<file path="src/sv/vssl_pkg.sv">
// ----------------------------------------------------------------------------
// vssl_pkg
// Shared types, register indexes and limit arithmetic for the velocity step
// slew limiter.
// ----------------------------------------------------------------------------
package vssl_pkg;

  localparam int VEL_W       = 24;
  localparam int LIMIT_W     = 23;
  localparam int GAIN_W      = 24;
  localparam int FROZEN_W    = 11;
  localparam int CFG_INDEX_W = 4;
  localparam int CFG_DATA_W  = 24;
  localparam int PROD_W      = VEL_W + GAIN_W + 1;
  localparam int FRAC_W      = 16;
  localparam int QUOT_W      = PROD_W - FRAC_W;
  localparam int DIFF_W      = QUOT_W + 1;
  localparam int WIDE_W      = VEL_W + 2;

  localparam logic [GAIN_W-1:0] GAIN_RESET = GAIN_W'(65536);

  typedef logic signed [VEL_W-1:0] vel_t;
  typedef logic [LIMIT_W-1:0]      limit_t;
  typedef logic [GAIN_W-1:0]       gain_t;

  // Register indexes on the configuration port.
  typedef enum logic [CFG_INDEX_W-1:0] {
    REG_MAX_SPEED_X    = 4'd0,
    REG_MAX_SPEED_Y    = 4'd1,
    REG_MAX_SPEED_TURN = 4'd2,
    REG_MAX_STEP_X     = 4'd3,
    REG_MAX_STEP_Y     = 4'd4,
    REG_MAX_STEP_TURN  = 4'd5,
    REG_STEP_GAIN      = 4'd6,
    REG_FROZEN_COUNT   = 4'd7
  } reg_index_t;

  typedef struct packed {
    limit_t                max_speed_x;
    limit_t                max_speed_y;
    limit_t                max_speed_turn;
    limit_t                max_step_x;
    limit_t                max_step_y;
    limit_t                max_step_turn;
    gain_t                 step_gain;
    logic [FROZEN_W-1:0]   frozen_count;
  } cfg_t;

  // Per-node control flags that travel with an item.
  typedef struct packed {
    logic frozen;
    logic first;
  } node_flags_t;

  // Load strobes of the input register and the result register.
  typedef struct packed {
    logic load1;
    logic load2;
  } stage_ctl_t;

  // Clamp to the neighbor window (unless first node), then to the speed bound.
  function automatic vel_t limit_node(input vel_t v, input vel_t prev, input logic first,
                                      input limit_t speed, input limit_t step);
    logic signed [WIDE_W-1:0] lo;
    logic signed [WIDE_W-1:0] hi;
    logic signed [WIDE_W-1:0] x;
    logic signed [WIDE_W-1:0] spd;
    logic signed [WIDE_W-1:0] stp;
    stp = $signed({{(WIDE_W-LIMIT_W){1'b0}}, step});
    spd = $signed({{(WIDE_W-LIMIT_W){1'b0}}, speed});
    lo  = WIDE_W'(prev) - stp;
    hi  = WIDE_W'(prev) + stp;
    x   = WIDE_W'(v);
    if (!first) begin
      if (x < lo) begin
        x = lo;
      end else if (x > hi) begin
        x = hi;
      end
    end
    if (x < -spd) begin
      x = -spd;
    end else if (x > spd) begin
      x = spd;
    end
    return x[VEL_W-1:0];
  endfunction

  // Saturate a wide difference to the signed velocity range.
  function automatic vel_t sat_vel(input logic signed [DIFF_W-1:0] d);
    logic signed [DIFF_W-1:0] top;
    logic signed [DIFF_W-1:0] bot;
    top = DIFF_W'($signed({1'b0, {(VEL_W-1){1'b1}}}));
    bot = -top - DIFF_W'(1);
    if (d > top) begin
      return top[VEL_W-1:0];
    end else if (d < bot) begin
      return bot[VEL_W-1:0];
    end
    return d[VEL_W-1:0];
  endfunction

endpackage

</file>
<file path="src/sv/vssl_seq.sv">
// ----------------------------------------------------------------------------
// vssl_seq
// Node index tracking: restart on the first-node mark, saturate at the
// maximum count, and derive the frozen and first flags of each item.
// ----------------------------------------------------------------------------
module vssl_seq #(
  parameter int MAX_NODES = 1024
) (
  input  logic                          clk,
  input  logic                          rst,
  input  logic                          accept,
  input  logic                          first_node,
  input  logic [vssl_pkg::FROZEN_W-1:0] frozen_count,
  output vssl_pkg::node_flags_t         flags
);

  localparam int IDX_W = $clog2(MAX_NODES + 1);
  localparam int CMP_W = (IDX_W > vssl_pkg::FROZEN_W) ? IDX_W : vssl_pkg::FROZEN_W;
  localparam logic [IDX_W-1:0] IDX_LAST = IDX_W'(MAX_NODES);

  logic [IDX_W-1:0] node_index;
  logic [IDX_W-1:0] idx;

  // Index of the item now on the input.
  assign idx          = first_node ? '0 : node_index;
  assign flags.first  = (idx == '0);
  assign flags.frozen = (CMP_W'(idx) < CMP_W'(frozen_count));

  // Advance the index per accepted item, holding at the maximum.
  always_ff @(posedge clk) begin
    if (rst) begin
      node_index <= '0;
    end else if (accept) begin
      node_index <= (idx < IDX_LAST) ? idx + IDX_W'(1) : IDX_LAST;
    end
  end

endmodule

</file>
<file path="config.mk">
export PLATFORM = sky130hd
export DESIGN_NAME = vssl_seq
export DESIGN_NICKNAME = d
export VERILOG_FILES = /design/src/sv/vssl_pkg.sv /design/src/sv/vssl_seq.sv
export SDC_FILE = /design/constraint.sdc
export NUM_CORES = 1
export LEC_CHECK = 0
export ABC_AREA = 1
export BUFFER_PORTS_ARGS = -buffer_cell sky130_fd_sc_hd__buf_2
export CAP_MARGIN = 15
export CORE_ASPECT_RATIO = 0.9
export CORE_MARGIN = 2
export CORE_UTILIZATION = 55
export DETAILED_ROUTE_END_ITERATION = 16
export PLACE_DENSITY = 0.78
export RECOVER_POWER = 25
export SYNTH_ARGS = -nofsm -noshare
export SYNTH_HDL_FRONTEND = slang
export SYNTH_SLANG_ARGS = --single-unit
</file>
<file path="constraint.sdc">
create_clock -name clk -period 2.1 [get_ports clk]
set_clock_uncertainty 0.05 [all_clocks]
set_input_delay 0.21 -clock clk [delete_from_list [all_inputs] [get_ports clk]]
set_output_delay 0.21 -clock clk [all_outputs]
set_load 0.01 [all_outputs]
</file>
==> results.toml <==
[run_status]
status = "finished, final reports clean"

[route]
drt-pass1-iter-count = 4
dr_wl_met2_mm = 1.22
wirelength_mm = 2.39
drc_errors = 0
first_iter_violations = 47
routed.top_layer = "met3"
met3WireLength_um = 72
viasPerCell = 5.17
drtAntennaViolNets = 0
m1WireLength_mm = 1.10
via_count = 1066
wl_per_cell_um = 11.6

[cells_and_area]
drive_above_1_share = 0.275
area_delta_synth_final_pct = 16.7
top_register = "node_index"
nFillCells = 148
seq_area_sq_um = 224
antenna_cells = 0
largest_reg_flops = 11
top_regs = "node_index (11)"
nets = 208
multi_input_comb_area_sq_um = 711

[worst_setup_path]
worst-r2r-cell-count = 7
start_kind = "register"
path_class = "register to output pin"
crit_path_top_delay_cell = "ha_1"
path_max_fanout = 3
crit_path_max_incr_delay_ps = 340
crit_path_end_kind = "output pin"
cp_cell_sequence = "nand2_1, inv_2, ha_1, nand4_1, nor2_1, nand3_1, nand2_1, nor2_1, buf_2"
required_ps = 1840
arrival_ps = 1720

[synth]
ys.flop_type = "dfxtp_1"
synth_top_area_cell = "dfxtp_1"
yosys_warnings = 0
synth_area_sq_um = 1050
netlist.area_leader.share = 0.210
synth_edf_count = 0
avgSynthCellArea_sq_um = 6.59
synth_fp_nets = 184
async_flop_share = 0
yosys-top-cells-area = "dfxtp_1 21%, ha_1 12%, nand2_1 11%"
ys_types = 27
syn_inst = 159
ys_seq_area_frac = 0.210
ys_ff_latch = 11

[sta]
worstMarginPinSlew_ps = 714
post-route-period-util = 0.941
fmax_mhz = 506
min_period_ps = 1980
finalMaxSlewViolations = 0
setup_tns_ps = 0
setup-violations-final = 0
max_slew_margin = 0.522
fin_hold_ws_ps = 198
hold_viol = 0
setup_slack_ps = 123

[floorplan]
placementRows = 14
dieArea_sq_um = 2270
die_w_um = 50.0
ios = 17
die-height_um = 45.4
core-area_sq_um = 1730
start_util = 0.605

[hold_path]
hold_class = "input port to register"
min_path_cells = 3

[clocking]
clockBufferDepth = 2
root_buffer = "clkbuf_4"
path_clk_slew_ps = 70
insertion_delay_ps = 260
ctsHtreeMaxLevel = 1
cts.sinks = 11
cts_buffers = 3
cts_tree = "built"

[global_route]
grt_max_degree = 12
grt_pass1_vias = 901
gr-usage-all-layers = 0.217
antenna_found_initial = 0
grt_pass1_wl_mm = 3.78
grt_overflow_total = 0

[job]
max_cap_viol_count = 0

[placed_design]
place_congestion = 0.951
dp_slack_ps = 151
port_buffers = 16
dp_hpwl_mm = 1.84

[power_and_ir_drop]
peakVddDrop_mv = 0.438
leakagePower_nw = 0.597
p_per_area_nw_per_um2 = 354
## final cells by class
cell class              count  area share
clock buffers               4      0.0215
inverters                  28      0.0859
multi-input cells         117       0.581
flip-flops and latches     11       0.183
well taps                  24      0.0245
repair buffers             22       0.104
## layer usage
metal,GRT usage,vias up
met4,0.0167,0
met2,0.371,16
met3,0.0592,0
met5,0,-
met1,0.288,487
li1,-,563
## through the flow
stage	instance area [sq um]	std cells	util	total power, mW
after floorplan	1050	159	-	0.273
after global placement	1140	197	0.657	0.295
after detailed placement	1140	197	0.657	0.297
after CTS	1170	201	0.676	0.436
after global routing	1220	206	0.706	0.458
final	1220	206	0.706	0.433
## cell usage after synthesis, drive strengths merged (2+ instances only)
library cell	number
dfxtp	11
nand2	38
nand4	2
inv	28
a21oi	16
nand3	21
o21bai	2
nor2	19
clkbuf	2
o21ai	5
ha	10
## path summary, 6_finish.rpt
path / from / to / slack (ps)
setup / recovery: node_index[10] / flags[1] / 120
hold / removal: accept / node_index[10] / 200
setup reg to reg: node_index[10] / node_index[2] / 500
hold reg to reg: node_index[9] / node_index[9] / 430
## cell usage in the layout, fill, tap and decap left out
cell      Yosys  final
a211oi_2      0      1
a21oi_1      15     14
a21oi_2       1      2
buf_2         0     15
buf_4         0      6
clkbuf_1      2      1
clkbuf_4      0      4
dfxtp_1      11      8
dfxtp_2       0      3
ha_1         10      9
ha_4          0      1
inv_1        24     24
inv_2         4      4
nand2_1      32     33
nand2_2       4      3
nand2_4       1      1
nand2_8       1      1
nand3_1      19     19
nand3_2       1      1
nand3_4       1      1
nand3b_1      1      1
nand4_1       2      2
nor2_1       15     13
nor2_2        2      4
nor2_4        1      2
nor4_2        1      1
o21a_1        1      1
o21ai_0       2      3
o21ai_1       3      2
o21bai_1      2      2
## critical path: cells and delay by family (launching register included)
| family | cells | cell delay (ps) |
|---|---|---|
| AND/OR/NAND/NOR | 6 | 620 |
| adder cells (fa/ha/maj) | 1 | 340 |
| flip-flops | 1 | 320 |
| buffers and inverters | 2 | 180 |
## repair_timing
action,CTS,global route
hold buffers,0,0
resized for setup,2,9
pin swaps,0,4
setup buffers,0,5
endpoints found under the setup margin,1,1
## where the power goes
group | internal (mW) | switching (mW)
registers | 0.212 | 0.00319
clock network | 0.0734 | 0.0657
logic | 0.0313 | 0.0479
## cell families after synthesis
family	after synthesis	synth area share
compound gates	25	0.132
fa+ha+maj	10	0.119
buf+inv	31	0.126
flops	11	0.210
simple gates	82	0.412
Power figures use the tool's default switching activity.
