**config.mk**
```make
export PLATFORM = sky130hd
export DESIGN_NAME = vssl_axis
export DESIGN_NICKNAME = d
export VERILOG_FILES = /design/src/sv/vssl_pkg.sv /design/src/sv/vssl_axis.sv
export SDC_FILE = /design/constraint.sdc
export NUM_CORES = 2
export LEC_CHECK = 0
export BUFFER_PORTS_ARGS = -buffer_cell sky130_fd_sc_hd__clkbuf_2
export CAP_MARGIN = 20
export CORE_MARGIN = 1.5
export CORE_UTILIZATION = 60
export CTS_CLUSTER_SIZE = 24
export DETAILED_ROUTE_END_ITERATION = 10
export PLACE_DENSITY = 0.74
export SETUP_SLACK_MARGIN = 0.2
export SLEW_MARGIN = 20
export SYNTH_ARGS = -nofsm -noshare
export SYNTH_HDL_FRONTEND = slang
export SYNTH_SLANG_ARGS = --single-unit
```
**constraint.sdc**
```tcl
create_clock -name clk -period 35.6 [get_ports clk]
set_input_delay 1.78 -clock clk [delete_from_list [all_inputs] [get_ports clk]]
set_output_delay 1.78 -clock clk [all_outputs]
set_load 0.02 [all_outputs]
```
**src/sv/vssl_pkg.sv**
```systemverilog
// ----------------------------------------------------------------------------
// vssl_pkg
// Shared types, register indexes and limit arithmetic for the velocity step
// slew limiter.
// ----------------------------------------------------------------------------
package vssl_pkg;

  localparam int VEL_W       = 24;
  localparam int LIMIT_W     = 23;
  localparam int GAIN_W      = 24;
  localparam int FROZEN_W    = 11;
  localparam int CFG_INDEX_W = 4;
  localparam int CFG_DATA_W  = 24;
  localparam int PROD_W      = VEL_W + GAIN_W + 1;
  localparam int FRAC_W      = 16;
  localparam int QUOT_W      = PROD_W - FRAC_W;
  localparam int DIFF_W      = QUOT_W + 1;
  localparam int WIDE_W      = VEL_W + 2;

  localparam logic [GAIN_W-1:0] GAIN_RESET = GAIN_W'(65536);

  typedef logic signed [VEL_W-1:0] vel_t;
  typedef logic [LIMIT_W-1:0]      limit_t;
  typedef logic [GAIN_W-1:0]       gain_t;

  // Register indexes on the configuration port.
  typedef enum logic [CFG_INDEX_W-1:0] {
    REG_MAX_SPEED_X    = 4'd0,
    REG_MAX_SPEED_Y    = 4'd1,
    REG_MAX_SPEED_TURN = 4'd2,
    REG_MAX_STEP_X     = 4'd3,
    REG_MAX_STEP_Y     = 4'd4,
    REG_MAX_STEP_TURN  = 4'd5,
    REG_STEP_GAIN      = 4'd6,
    REG_FROZEN_COUNT   = 4'd7
  } reg_index_t;

  typedef struct packed {
    limit_t                max_speed_x;
    limit_t                max_speed_y;
    limit_t                max_speed_turn;
    limit_t                max_step_x;
    limit_t                max_step_y;
    limit_t                max_step_turn;
    gain_t                 step_gain;
    logic [FROZEN_W-1:0]   frozen_count;
  } cfg_t;

  // Per-node control flags that travel with an item.
  typedef struct packed {
    logic frozen;
    logic first;
  } node_flags_t;

  // Load strobes of the input register and the result register.
  typedef struct packed {
    logic load1;
    logic load2;
  } stage_ctl_t;

  // Clamp to the neighbor window (unless first node), then to the speed bound.
  function automatic vel_t limit_node(input vel_t v, input vel_t prev, input logic first,
                                      input limit_t speed, input limit_t step);
    logic signed [WIDE_W-1:0] lo;
    logic signed [WIDE_W-1:0] hi;
    logic signed [WIDE_W-1:0] x;
    logic signed [WIDE_W-1:0] spd;
    logic signed [WIDE_W-1:0] stp;
    stp = $signed({{(WIDE_W-LIMIT_W){1'b0}}, step});
    spd = $signed({{(WIDE_W-LIMIT_W){1'b0}}, speed});
    lo  = WIDE_W'(prev) - stp;
    hi  = WIDE_W'(prev) + stp;
    x   = WIDE_W'(v);
    if (!first) begin
      if (x < lo) begin
        x = lo;
      end else if (x > hi) begin
        x = hi;
      end
    end
    if (x < -spd) begin
      x = -spd;
    end else if (x > spd) begin
      x = spd;
    end
    return x[VEL_W-1:0];
  endfunction

  // Saturate a wide difference to the signed velocity range.
  function automatic vel_t sat_vel(input logic signed [DIFF_W-1:0] d);
    logic signed [DIFF_W-1:0] top;
    logic signed [DIFF_W-1:0] bot;
    top = DIFF_W'($signed({1'b0, {(VEL_W-1){1'b1}}}));
    bot = -top - DIFF_W'(1);
    if (d > top) begin
      return top[VEL_W-1:0];
    end else if (d < bot) begin
      return bot[VEL_W-1:0];
    end
    return d[VEL_W-1:0];
  endfunction

endpackage

```
**src/sv/vssl_axis.sv**
```systemverilog
// ----------------------------------------------------------------------------
// vssl_axis
// One velocity axis: an input register, then the first constraint pass, the
// descent step and the second constraint pass in one pass into the result
// register.
// ----------------------------------------------------------------------------
module vssl_axis (
  input  logic                  clk,
  input  logic                  rst,
  input  vssl_pkg::stage_ctl_t  ctl,
  input  vssl_pkg::node_flags_t flags_in,
  input  vssl_pkg::vel_t        vel,
  input  vssl_pkg::vel_t        grad,
  input  vssl_pkg::limit_t      speed,
  input  vssl_pkg::limit_t      step,
  input  vssl_pkg::gain_t       gain,
  output vssl_pkg::vel_t        out_val
);

  vssl_pkg::vel_t                          s1_vel;
  vssl_pkg::vel_t                          s1_grad;
  vssl_pkg::node_flags_t                   s1_flags;
  vssl_pkg::vel_t                          pre;
  vssl_pkg::vel_t                          last;
  logic signed [vssl_pkg::PROD_W-1:0]      prod;
  logic signed [vssl_pkg::QUOT_W-1:0]      quot;
  vssl_pkg::vel_t                          pre_next;
  logic signed [vssl_pkg::DIFF_W-1:0]      diff;
  vssl_pkg::vel_t                          last_next;

  // Input register.
  always_ff @(posedge clk) begin
    if (ctl.load1) begin
      s1_vel   <= vel;
      s1_grad  <= grad;
      s1_flags <= flags_in;
    end
  end

  // Product with the Q8.16 gain, floored to the gradient's scale, and the pass against the previous node.
  assign prod = vssl_pkg::PROD_W'($signed({1'b0, gain})) * vssl_pkg::PROD_W'(s1_grad);
  assign quot = prod[vssl_pkg::PROD_W-1:vssl_pkg::FRAC_W];
  assign pre_next = s1_flags.frozen ? s1_vel
                  : vssl_pkg::limit_node(s1_vel, pre, s1_flags.first, speed, step);

  // Descent step, saturation and the pass against the previous output.
  assign diff = vssl_pkg::DIFF_W'(pre_next) - vssl_pkg::DIFF_W'(quot);
  assign last_next = s1_flags.frozen ? s1_vel
                   : vssl_pkg::limit_node(vssl_pkg::sat_vel(diff), last, s1_flags.first,
                                          speed, step);

  // Both node histories advance as the item enters the result stage; the
  // previous output node doubles as the result register.
  always_ff @(posedge clk) begin
    if (rst) begin
      pre  <= '0;
      last <= '0;
    end else if (ctl.load2) begin
      pre  <= pre_next;
      last <= last_next;
    end
  end

  assign out_val = last;

endmodule
```
==> impl_metrics.tcl <==
set metrics [dict create \
    via_count 30681 \
    htree_levels 3 \
    fin_skew_ns 0.01917 \
    layout_commonest_cell "inv_1" \
    drive_gt1_frac 0.06136 \
    synthArstFlopShare 0 \
    cts_resized 0 \
    cts_sinks 98 \
    required_ns 35.90 \
    place_congestion 1.005 \
    synth_area_leader_cell "fa_1" \
    rsz0062_at_grt "false" \
    critPathLaunchType "primary input" \
    fin_nets 5344 \
    setup_viol 0 \
    hpwl_mm 88.37 \
    post-cts-setup-buffers 0 \
    crit_path_max_incr_delay_ns 0.73 \
    numCtsBuffers 9 \
    crit_fanout 21 \
    max_freq_mhz 46.00 \
    ys_ff_latch 98 \
    synth_top_area_share 0.2756 \
    relSlewSlack 0.1778 \
    cts-root-buf "clkbuf_16" \
    clockBufferDepth 2 \
    clk_latency_ns 0.42 \
    crit_top_cell "o21a_1" \
    yosysWarningCount 0 \
    status "completed" \
    viasPerCell 6.153 \
    syn_inst 4226 \
    dieArea_um2 60310 \
    fp.dieH_um 245.6 \
    fin_crit_sh 0.6107 \
    synth_edf_count 50 \
    core_area_um2 57920 \
    overflow 0 \
    ioPinCount 148 \
    track_usage 0.3628 \
    grt_pass1_wl_mm 170.0 \
    area.growth.synth_to_final_pct 4.047 \
    end_kind "flip-flop" \
    drv_cap 0 \
    synth_area_um2 35310 \
    clkTransAtPathRegs_ns 0.08 \
    critPathKind "in2reg" \
    hp-class "reg2reg" \
    row_count 88 \
    port_buffers 147 \
    fp.dieW_um 245.6 \
    grt_pass1_vias 31322 \
    tightest_slew_ns 1.202 \
    drc 0 \
    arrival_ns 22.04 \
    syn_area_per_cell_um2 8.355 \
    postRouteAntennaNets 0 \
    fin_crit_ns 21.74 \
    synth_area_leaders "fa_1 28%, ha_1 18%, inv_1 6.9%" \
    fin_tns_setup_ns 0 \
    antenna_found_initial 1 \
    antenna_cells 0 \
    fillers 5161 \
    wl_mm 106.7 \
    slowest_stage "nor2_1" \
    slew_violations 0 \
    synth_ff_type "edfxtp_1" \
    start_util 0.6096 \
    hold_viol 0 \
    most-common-layout-cells "645 x inv_1, 518 x ha_1, 491 x nand2_1, 486 x fa_1, 200 x a21oi_1" \
    cts_tree "done" \
    avgRoutedWirePerCell_um 21.41 \
    yosysSeqAreaShare 0.06974 \
    grt_max_degree 44 \
    synth_cell_types 96 \
    firstDrtPassIters 6 \
    synth_nets 5354 \
    postCtsHoldBufs 0 \
    drt_iter0_drc 2418 \
]
==> final cells by class <==
type,count,area (um2),share of cell area
Tap cell,765,957.2,0.02605
Inverter,646,2425,0.06601
Multi-Input combinational cell,3284,29650,0.8071
Clock buffer,12,246.5,0.006710
Timing Repair Buffer,177,968.4,0.02636
Sequential cell,98,2462,0.06703
Clock inverter,4,27.53,0.0007493
==> registers in the layout (all words and copies together) (netlist names) <==
name      flops
out_val      24
s1_grad      24
s1_flags      2
pre          24
s1_vel       24
==> cells in the mapped netlist (60+ instances only) <==
cell type,number
inv_1,645
ha_1,518
nand2_1,491
fa_1,486
a21oi_1,201
nor2_1,199
and2_1,196
clkbuf_1,178
o21ai_0,164
xnor2_1,116
a21o_1,79
nand2b_1,68
nor3_1,60
o21a_1,60
==> through the flow <==
step                area (um2)  hold slack [ns]  utilization  setup slack (ns)  cells
finish                   36740           0.5093       0.6343             13.86   4986
global route             36740           0.5130       0.6343             12.97   4986
CTS                      36720           0.5057       0.6341             14.08   4985
detailed placement       36450           0.4872       0.6293             13.70   4969
global placement         36450           0.4938       0.6293             13.90   4969
floorplan                35310           0.4557            -             17.93   4226
==> routing by layer <==
metal,track usage,share of wire
met2,0.6099,0.47
met4,0.1810,0.053
met5,0,0.000066
met1,0.4588,0.40
met3,0.04682,0.076
==> kinds of logic (layout without fill, tap and decap cells) <==
group / after synthesis / after routing / share of synthesized area
buffers and inverters: 844 / 839 / 0.09097
muxes: 23 / 23 / 0.007017
DFF: 98 / 98 / 0.06974
AOI/OAI and AO/OA: 842 / 842 / 0.1613
and+or+nand+nor: 1256 / 1256 / 0.1724
xor gates and xnor gates: 159 / 159 / 0.03944
adders and majority gates: 1004 / 1004 / 0.4591
==> final timing paths <==
| kind | startpoint | endpoint | slack (ns) | depth (start not counted) |
|---|---|---|---|---|
| worst max-delay path | step[0] | out_val[10] | 13.86 | 78 |
| worst min-delay path | pre[18] | pre[18] | 0.51 | 2 |
| worst max register to register | pre[0] | out_val[10] | 14.97 | 78 |
| worst min register to register | pre[18] | pre[18] | 0.51 | 2 |
==> critical path, delay by kind of cell <==
family | cells | cell delay, ns
compound gates | 52 | 12.37
xor+xnor | 1 | 0.20
fa+ha+maj | 7 | 2.34
buf+inv | 7 | 1.08
mux | 1 | 0.53
simple gates | 10 | 3.70
Power is left out: the tool's default activity adds up to more than one toggle a clock period on the data nets, which glitch-free logic cannot reach.
