--- config.mk ---
export PLATFORM = sky130hd
export DESIGN_NAME = vssl_regs
export DESIGN_NICKNAME = d
export VERILOG_FILES = /design/src/sv/vssl_pkg.sv /design/src/sv/vssl_regs.sv
export SDC_FILE = /design/constraint.sdc
export NUM_CORES = 1
export LEC_CHECK = 0
export ABC_AREA = 1
export BUFFER_PORTS_ARGS = -buffer_cell sky130_fd_sc_hd__buf_4
export CORE_MARGIN = 3
export CORE_UTILIZATION = 40
export CTS_CLUSTER_SIZE = 8
export DETAILED_ROUTE_END_ITERATION = 7
export GPL_TIMING_DRIVEN = 0
export PLACE_DENSITY = 0.65
export SLEW_MARGIN = 30
export SYNTH_ARGS = -nofsm -noshare
export SYNTH_HDL_FRONTEND = slang
export SYNTH_SLANG_ARGS = --single-unit
export TNS_END_PERCENT = 10
--- constraint.sdc ---
create_clock -name clk -period 1.7 [get_ports clk]
set_input_delay 0.34 -clock clk [delete_from_list [all_inputs] [get_ports clk]]
set_output_delay 0.34 -clock clk [all_outputs]
set_load 0.01 [all_outputs]
--- src/sv/vssl_pkg.sv ---
// ----------------------------------------------------------------------------
// vssl_pkg
// Shared types, register indexes and limit arithmetic for the velocity step
// slew limiter.
// ----------------------------------------------------------------------------
package vssl_pkg;

  localparam int VEL_W       = 24;
  localparam int LIMIT_W     = 23;
  localparam int GAIN_W      = 24;
  localparam int FROZEN_W    = 11;
  localparam int CFG_INDEX_W = 4;
  localparam int CFG_DATA_W  = 24;
  localparam int PROD_W      = VEL_W + GAIN_W + 1;
  localparam int FRAC_W      = 16;
  localparam int QUOT_W      = PROD_W - FRAC_W;
  localparam int DIFF_W      = QUOT_W + 1;
  localparam int WIDE_W      = VEL_W + 2;

  localparam logic [GAIN_W-1:0] GAIN_RESET = GAIN_W'(65536);

  typedef logic signed [VEL_W-1:0] vel_t;
  typedef logic [LIMIT_W-1:0]      limit_t;
  typedef logic [GAIN_W-1:0]       gain_t;

  // Register indexes on the configuration port.
  typedef enum logic [CFG_INDEX_W-1:0] {
    REG_MAX_SPEED_X    = 4'd0,
    REG_MAX_SPEED_Y    = 4'd1,
    REG_MAX_SPEED_TURN = 4'd2,
    REG_MAX_STEP_X     = 4'd3,
    REG_MAX_STEP_Y     = 4'd4,
    REG_MAX_STEP_TURN  = 4'd5,
    REG_STEP_GAIN      = 4'd6,
    REG_FROZEN_COUNT   = 4'd7
  } reg_index_t;

  typedef struct packed {
    limit_t                max_speed_x;
    limit_t                max_speed_y;
    limit_t                max_speed_turn;
    limit_t                max_step_x;
    limit_t                max_step_y;
    limit_t                max_step_turn;
    gain_t                 step_gain;
    logic [FROZEN_W-1:0]   frozen_count;
  } cfg_t;

  // Per-node control flags that travel with an item.
  typedef struct packed {
    logic frozen;
    logic first;
  } node_flags_t;

  // Load strobes of the input register and the result register.
  typedef struct packed {
    logic load1;
    logic load2;
  } stage_ctl_t;

  // Clamp to the neighbor window (unless first node), then to the speed bound.
  function automatic vel_t limit_node(input vel_t v, input vel_t prev, input logic first,
                                      input limit_t speed, input limit_t step);
    logic signed [WIDE_W-1:0] lo;
    logic signed [WIDE_W-1:0] hi;
    logic signed [WIDE_W-1:0] x;
    logic signed [WIDE_W-1:0] spd;
    logic signed [WIDE_W-1:0] stp;
    stp = $signed({{(WIDE_W-LIMIT_W){1'b0}}, step});
    spd = $signed({{(WIDE_W-LIMIT_W){1'b0}}, speed});
    lo  = WIDE_W'(prev) - stp;
    hi  = WIDE_W'(prev) + stp;
    x   = WIDE_W'(v);
    if (!first) begin
      if (x < lo) begin
        x = lo;
      end else if (x > hi) begin
        x = hi;
      end
    end
    if (x < -spd) begin
      x = -spd;
    end else if (x > spd) begin
      x = spd;
    end
    return x[VEL_W-1:0];
  endfunction

  // Saturate a wide difference to the signed velocity range.
  function automatic vel_t sat_vel(input logic signed [DIFF_W-1:0] d);
    logic signed [DIFF_W-1:0] top;
    logic signed [DIFF_W-1:0] bot;
    top = DIFF_W'($signed({1'b0, {(VEL_W-1){1'b1}}}));
    bot = -top - DIFF_W'(1);
    if (d > top) begin
      return top[VEL_W-1:0];
    end else if (d < bot) begin
      return bot[VEL_W-1:0];
    end
    return d[VEL_W-1:0];
  endfunction

endpackage

--- src/sv/vssl_regs.sv ---
// ----------------------------------------------------------------------------
// vssl_regs
// Configuration register file for speed and step limits, gain and the
// frozen node count.
// ----------------------------------------------------------------------------
module vssl_regs (
  input  logic                             clk,
  input  logic                             rst,
  input  logic                             wr_en,
  input  logic [vssl_pkg::CFG_INDEX_W-1:0] wr_index,
  input  logic [vssl_pkg::CFG_DATA_W-1:0]  wr_data,
  output vssl_pkg::cfg_t                   cfg
);

  // Writes outside the register list are dropped.
  always_ff @(posedge clk) begin
    if (rst) begin
      cfg.max_speed_x    <= '0;
      cfg.max_speed_y    <= '0;
      cfg.max_speed_turn <= '0;
      cfg.max_step_x     <= '0;
      cfg.max_step_y     <= '0;
      cfg.max_step_turn  <= '0;
      cfg.step_gain      <= vssl_pkg::GAIN_RESET;
      cfg.frozen_count   <= '0;
    end else if (wr_en) begin
      case (vssl_pkg::reg_index_t'(wr_index))
        vssl_pkg::REG_MAX_SPEED_X:    cfg.max_speed_x    <= wr_data[vssl_pkg::LIMIT_W-1:0];
        vssl_pkg::REG_MAX_SPEED_Y:    cfg.max_speed_y    <= wr_data[vssl_pkg::LIMIT_W-1:0];
        vssl_pkg::REG_MAX_SPEED_TURN: cfg.max_speed_turn <= wr_data[vssl_pkg::LIMIT_W-1:0];
        vssl_pkg::REG_MAX_STEP_X:     cfg.max_step_x     <= wr_data[vssl_pkg::LIMIT_W-1:0];
        vssl_pkg::REG_MAX_STEP_Y:     cfg.max_step_y     <= wr_data[vssl_pkg::LIMIT_W-1:0];
        vssl_pkg::REG_MAX_STEP_TURN:  cfg.max_step_turn  <= wr_data[vssl_pkg::LIMIT_W-1:0];
        vssl_pkg::REG_STEP_GAIN:      cfg.step_gain      <= wr_data[vssl_pkg::GAIN_W-1:0];
        vssl_pkg::REG_FROZEN_COUNT:   cfg.frozen_count   <= wr_data[vssl_pkg::FROZEN_W-1:0];
        default: ;
      endcase
    end
  end

endmodule

==> results_dict.tcl, run 1 <==
set metrics [dict create \
    clock-sinks 173 \
    wire_per_inst_um 14.6 \
    worstPathArrival_ns 1.75 \
    gr-total-overflow 0 \
    grtUsageTotal_pct 22.6 \
    r2r_start "cfg[157]$_SDFFE_PP0P_" \
    clockBufferDepth 2 \
    ff2ff_setup_slack_ns 1.05 \
    vdd_drop_max_uv 696 \
    n_antenna_cell 0 \
    syn_nets 1048 \
    maxCapViolCount 0 \
    top_usage_layer "met2" \
    hold_buffers 0 \
    via_per_inst 4.57 \
    drt-total-wl_mm 21.4 \
    period_minus_slack_ns 1.39 \
    place_congestion 0.821 \
    power_mw 9.06 \
    worst-r2r-cell-count 4 \
    ant_nets 0 \
    hp-class "input port to register" \
    synth.avg_cell_area_um2 6.75 \
    clk_pin_slew_ns 0.07 \
    use_met1_pct 30.5 \
    drt_iter0_markers 386 \
    fin_nets 1270 \
    ys_warn_count 0 \
    tightest_slew_ns 0.647 \
    start_util_pct 41.1 \
    die_height_um 137 \
    placed_area_mm2 0.00867 \
    syn2layout_area_growth_pct 35.2 \
    path_class "input port to register" \
    regMostFlops "cfg" \
    synth-seq-cells 173 \
    synthArstFlopShare_pct 0 \
    cp_max_fo 10 \
    grt_pass1_vias 5994 \
    hold_depth 3 \
    cts_made_buffers 17 \
    outcome "complete, no violations" \
    reg.largest.list "cfg (173)" \
    vias 6725 \
    syn-instance-count 1017 \
    yosys_most_used_dff "dfxtp_1" \
    cp-start-kind "input port" \
    cts_max_level 4 \
    rsz0062_at_grt "false" \
    finalCritPeriodShare_pct 81.9 \
    setup.worst_path.start "rst" \
    ios 204 \
    path_cells "buf_4 > inv_1 > clkbuf_1 > clkbuf_1 > nand2_1 > nor2_1" \
    antenna_found_initial 0 \
    synth_edf_count 0 \
    largest_reg_flops 173 \
    hold_end "cfg[96]$_SDFFE_PP0P_" \
    final_util_pct 55.6 \
    cts_root_buf "clkbuf_16" \
    synth_area_mm2 0.00687 \
    hold_start "wr_data[15]" \
    grt_pass1_wl_mm 32.4 \
    insertion_delay_ns 0.42 \
    ys_seq_area_share_pct 50.4 \
    die_w_um 137 \
    power_density_mw_per_mm2 976 \
    first_pass_iters 6 \
    worstReg2RegEnd "cfg[157]$_SDFFE_PP0P_" \
    use_met3_pct 6.07 \
    portBuffers 203 \
    final-hold-violation-count 0 \
    path_common_cell "clkbuf_1" \
    die_area_mm2 0.0188 \
    synth_cell_types 17 \
    endpoint_kind "register" \
    setup_viol 0 \
    crit_path_top_delay_cell "clkbuf_1" \
    worst-endpoint-required_ns 2.06 \
    finalClockSkew_ns 0 \
    cts_setup_buffers 0 \
    remaining_drc_errors 0 \
    rows 47 \
    max_stage_delay_ns 0.52 \
    fin_area_mm2 0.00929 \
    slew_headroom_pct 56.9 \
    grt_util_met2_pct 35.9 \
    ctsResizeCount 0 \
    cts_tree "done" \
    drive_gt1_share_pct 22.2 \
    timing.final.max_slew_violations 0 \
    grt_max_degree 17 \
    max_clock_freq_mhz 718 \
    hold_ws_ns 0.160 \
    p_leak_nw 4.67 \
    hpwlAfterDp_mm 16.1 \
    core_area_mm2 0.0167 \
]
## stage by stage
step                setup TNS (ns)  worst slack (ns)  cells
detailed placement           -2.94            -0.123   1440
floorplan                        0             0.459   1017
global placement             -2.62            -0.113   1440
CTS                              0             0.312   1472
global route                     0             0.174   1472
finish                           0             0.308   1472
## power by group
group	switching, mW	internal (mW)
combinational	0.487	0.289
sequential	0.0514	4.14
clock	1.62	2.47
total	2.16	6.91
## layout make-up
cell class,instances,area [um2]
repair buffers,203,1520
multi-input cells,709,2830
clock inverters,9,133
plain buffers,60,288
clock buffers,23,488
inverters,75,282
flip-flops and latches,173,3460
well taps,220,275
fillers,1711,7410
## how the worst max path moves through the flow
stage / endpoint / slack (ns)
global placement: cfg[96]$_SDFFE_PP0P_ / -0.11
global route: cfg[97]$_SDFFE_PP0P_ / 0.17
CTS: cfg[97]$_SDFFE_PP0P_ / 0.31
detailed placement: cfg[102]$_SDFFE_PP0P_ / -0.12
floorplan: cfg[116]$_SDFFE_PP0P_ / 0.46
finish: cfg[94]$_SDFFE_PP0P_ / 0.31
## logic make-up (layout without fill, tap and decap cells)
| group | after synthesis | in the layout | synth area share (%) |
|---|---|---|---|
| AO/OA/AOI/OAI | 1 | 1 | 0.0728 |
| buffers and inverters | 135 | 370 | 8.29 |
| flip-flops | 173 | 173 | 50.4 |
| AND/OR/NAND/NOR | 708 | 708 | 41.2 |
## per-layer routing
layer	share of wire, %	wire length [um]
met1	46	9820
met2	45	9650
met3	7.5	1600
met4	1.6	345
met5	0	0
## synth_stat cells (4+ instances only)
| cell | count | area (um2) |
|---|---|---|
| nor2_2 | 4 | 25.0 |
| clkbuf_1 | 14 | 52.6 |
| nand4_1 | 46 | 288 |
| buf_2 | 32 | 160 |
| inv_1 | 75 | 282 |
| buf_1 | 10 | 37.5 |
| dfxtp_1 | 173 | 3460 |
| nor2_1 | 348 | 1310 |
| nand2_1 | 303 | 1140 |
## layout by cell type, fill, tap and decap left out, types with 2 or more instances in the layout
cell        count
nor2_1        348
dfxtp_1       173
inv_1          75
clkbuf_16      17
clkinv_2        2
nand4_1        46
buf_1          10
nor2_2          4
nand2_1       303
bufinv_16       3
clkbuf_1       16
buf_6           2
nand3_2         2
nor2_4          2
clkinvlp_4      2
buf_2          32
buf_4         205
clkbuf_8        4
## worst max-delay path, delay by kind of cell
kind | cells | cell delay [ns]
simple gates | 2 | 0.22
buf+inv | 4 | 1.19
Power figures use the tool's default switching activity.
==> run 2, diff against run 1 <==
Clock period 1.7 ns to 1.39 ns, I/O delays scaled along.
==> run 2 against run 1 <==
Against the previous run:
- clock-buffer cell count unchanged
- cell count unchanged
- non-clock buffer count did not move
- routed wire length is 0.19% lower
- sequential cell count is the same
- hold slack lost 0.062 ns
- sequential power is 22% higher
- utilization is essentially flat
- largest power group unchanged
==> results_dict.tcl, run 2 (synthesized netlist as in run 1, its figures left out) <==
set metrics [dict create \
    outcome "complete, no violations" \
    remaining_drc_errors 0 \
    setup_ws_ns 0.0906 \
    n_fill_cell 1710 \
    die_area_mm2 0.0188 \
    topRoutingLayerUsed "met4" \
    drt-total-wl_mm 21.4 \
    final_common_cell "nor2_1" \
    hold_ws_ns 0.0982 \
    cts_setup_buffers 0 \
    setup_tns_ns 0 \
    path_class "input port to register" \
    core_area_mm2 0.0167 \
    finalCritPeriodShare_pct 93.5 \
    reg.largest.list "cfg (173)" \
    hp-class "input port to register" \
    slew_headroom_pct 56.1 \
    via_per_inst 4.57 \
    clockBufferDepth 2 \
    clock-sinks 173 \
    p_leak_nw 4.68 \
    cts_max_level 4 \
    die_height_um 137 \
    finalClockSkew_ns 0 \
    cp_max_fo 10 \
    rows 47 \
    worst-endpoint-required_ns 1.75 \
    drive_gt1_share_pct 22.3 \
    hpwlAfterDp_mm 16.1 \
    grt_pass1_wl_mm 32.4 \
    layout.cells.non_filler 1472 \
    final_cell_mix "348 x nor2_1, 303 x nand2_1, 205 x buf_4, 173 x dfxtp_1, 75 x inv_1" \
    setup.worst_path.start "rst" \
    wire_per_inst_um 14.5 \
    wl_met1_mm 9.66 \
    ant_nets 0 \
    fin_nets 1270 \
    start_util_pct 41.1 \
    wl_met3_mm 1.71 \
    vdd_drop_max_uv 854 \
    vias 6729 \
    place_worst_setup_slack_ns -0.371 \
    wl_met2_mm 9.66 \
    r2r_start "cfg[157]$_SDFFE_PP0P_" \
    first_pass_iters 4 \
    power_density_mw_per_mm2 1190 \
    antenna_found_initial 0 \
    ios 204 \
    syn2layout_area_growth_pct 35.3 \
    dp.cells 1440 \
    largest_reg_flops 173 \
    setup_viol 0 \
    gr-total-overflow 0 \
    tightest_slew_ns 0.658 \
    grt_max_degree 17 \
    die_w_um 137 \
    clk_pin_slew_ns 0.07 \
    maxCapViolCount 0 \
    regMostFlops "cfg" \
    drt_iter0_markers 393 \
    n_antenna_cell 0 \
    cts_made_buffers 17 \
    worstPathArrival_ns 1.66 \
    grt_pass1_vias 5994 \
    insertion_delay_ns 0.42 \
    place_congestion 0.821 \
    hold_start "wr_data[15]" \
    final-hold-violation-count 0 \
    cp-start-kind "input port" \
    grtUsageTotal_pct 22.6 \
    portBuffers 203 \
    timing.final.max_slew_violations 0 \
    cts_root_buf "clkbuf_16" \
    rsz0062_at_grt "true" \
    endpoint_kind "register" \
    cts_tree "done" \
    max_clock_freq_mhz 770 \
    period_minus_slack_ns 1.30 \
]
[run 2: cell count changes in the layout (fill, tap and decap cells not counted)]
cell | previous run | this run
clkbuf_1 | 16 | 15
clkbuf_2 | 0 | 1
[run 2: report_power, final]
group | switching (mW) | internal [mW] | total [mW]
Combinational | 0.597 | 0.354 | 0.951
Clock | 1.97 | 3.03 | 5.00
Sequential | 0.0626 | 5.07 | 5.13
Total | 2.63 | 8.45 | 11.1
[run 2: per-layer routing]
layer,global-route usage [%],vias up
li1,-,3498
met1,30.5,2975
met2,35.9,228
met3,6.07,28
met4,6.21,0
met5,0,-
[run 2: worst paths after layout]
kind,end,cells past startpoint,slack (ns)
setup / recovery,cfg[73]$_SDFFE_PP0P_,6,0.09
hold / removal,cfg[96]$_SDFFE_PP0P_,3,0.1
setup reg to reg,cfg[157]$_SDFFE_PP0P_,4,0.74
hold reg to reg,cfg[21]$_SDFFE_PP0P_,2,0.48
[run 2: final cells by class]
cell class / count / area, um2 / area share (%)
flip-flops and latches: 173 / 3460 / 37.3
multi-input cells: 709 / 2830 / 30.5
repair buffers: 203 / 1520 / 16.4
clock buffers: 23 / 488 / 5.25
plain buffers: 60 / 289 / 3.11
inverters: 75 / 282 / 3.03
well taps: 220 / 275 / 2.96
clock inverters: 9 / 133 / 1.43
[run 2: repair_timing]
action,CTS,global route
resized for setup,0,2
endpoints found under the setup margin,0,11
hold buffers,0,0
[run 2: worst max-delay path, stage by stage]
cell,delay [ns]
buf_4,0.11
inv_1,0.05
clkbuf_1,0.51
buf_1,0.48
nand2_1,0.11
nor2_1,0.10
[run 2: metrics by stage]
stage	area [um2]	power (mW)	utilization [%]
floorplan	6870	5.74	-
global placement	8670	6.18	51.9
detailed placement	8670	6.19	51.9
CTS	9290	11.2	55.6
global route	9290	11.5	55.6
finish	9290	11.1	55.6
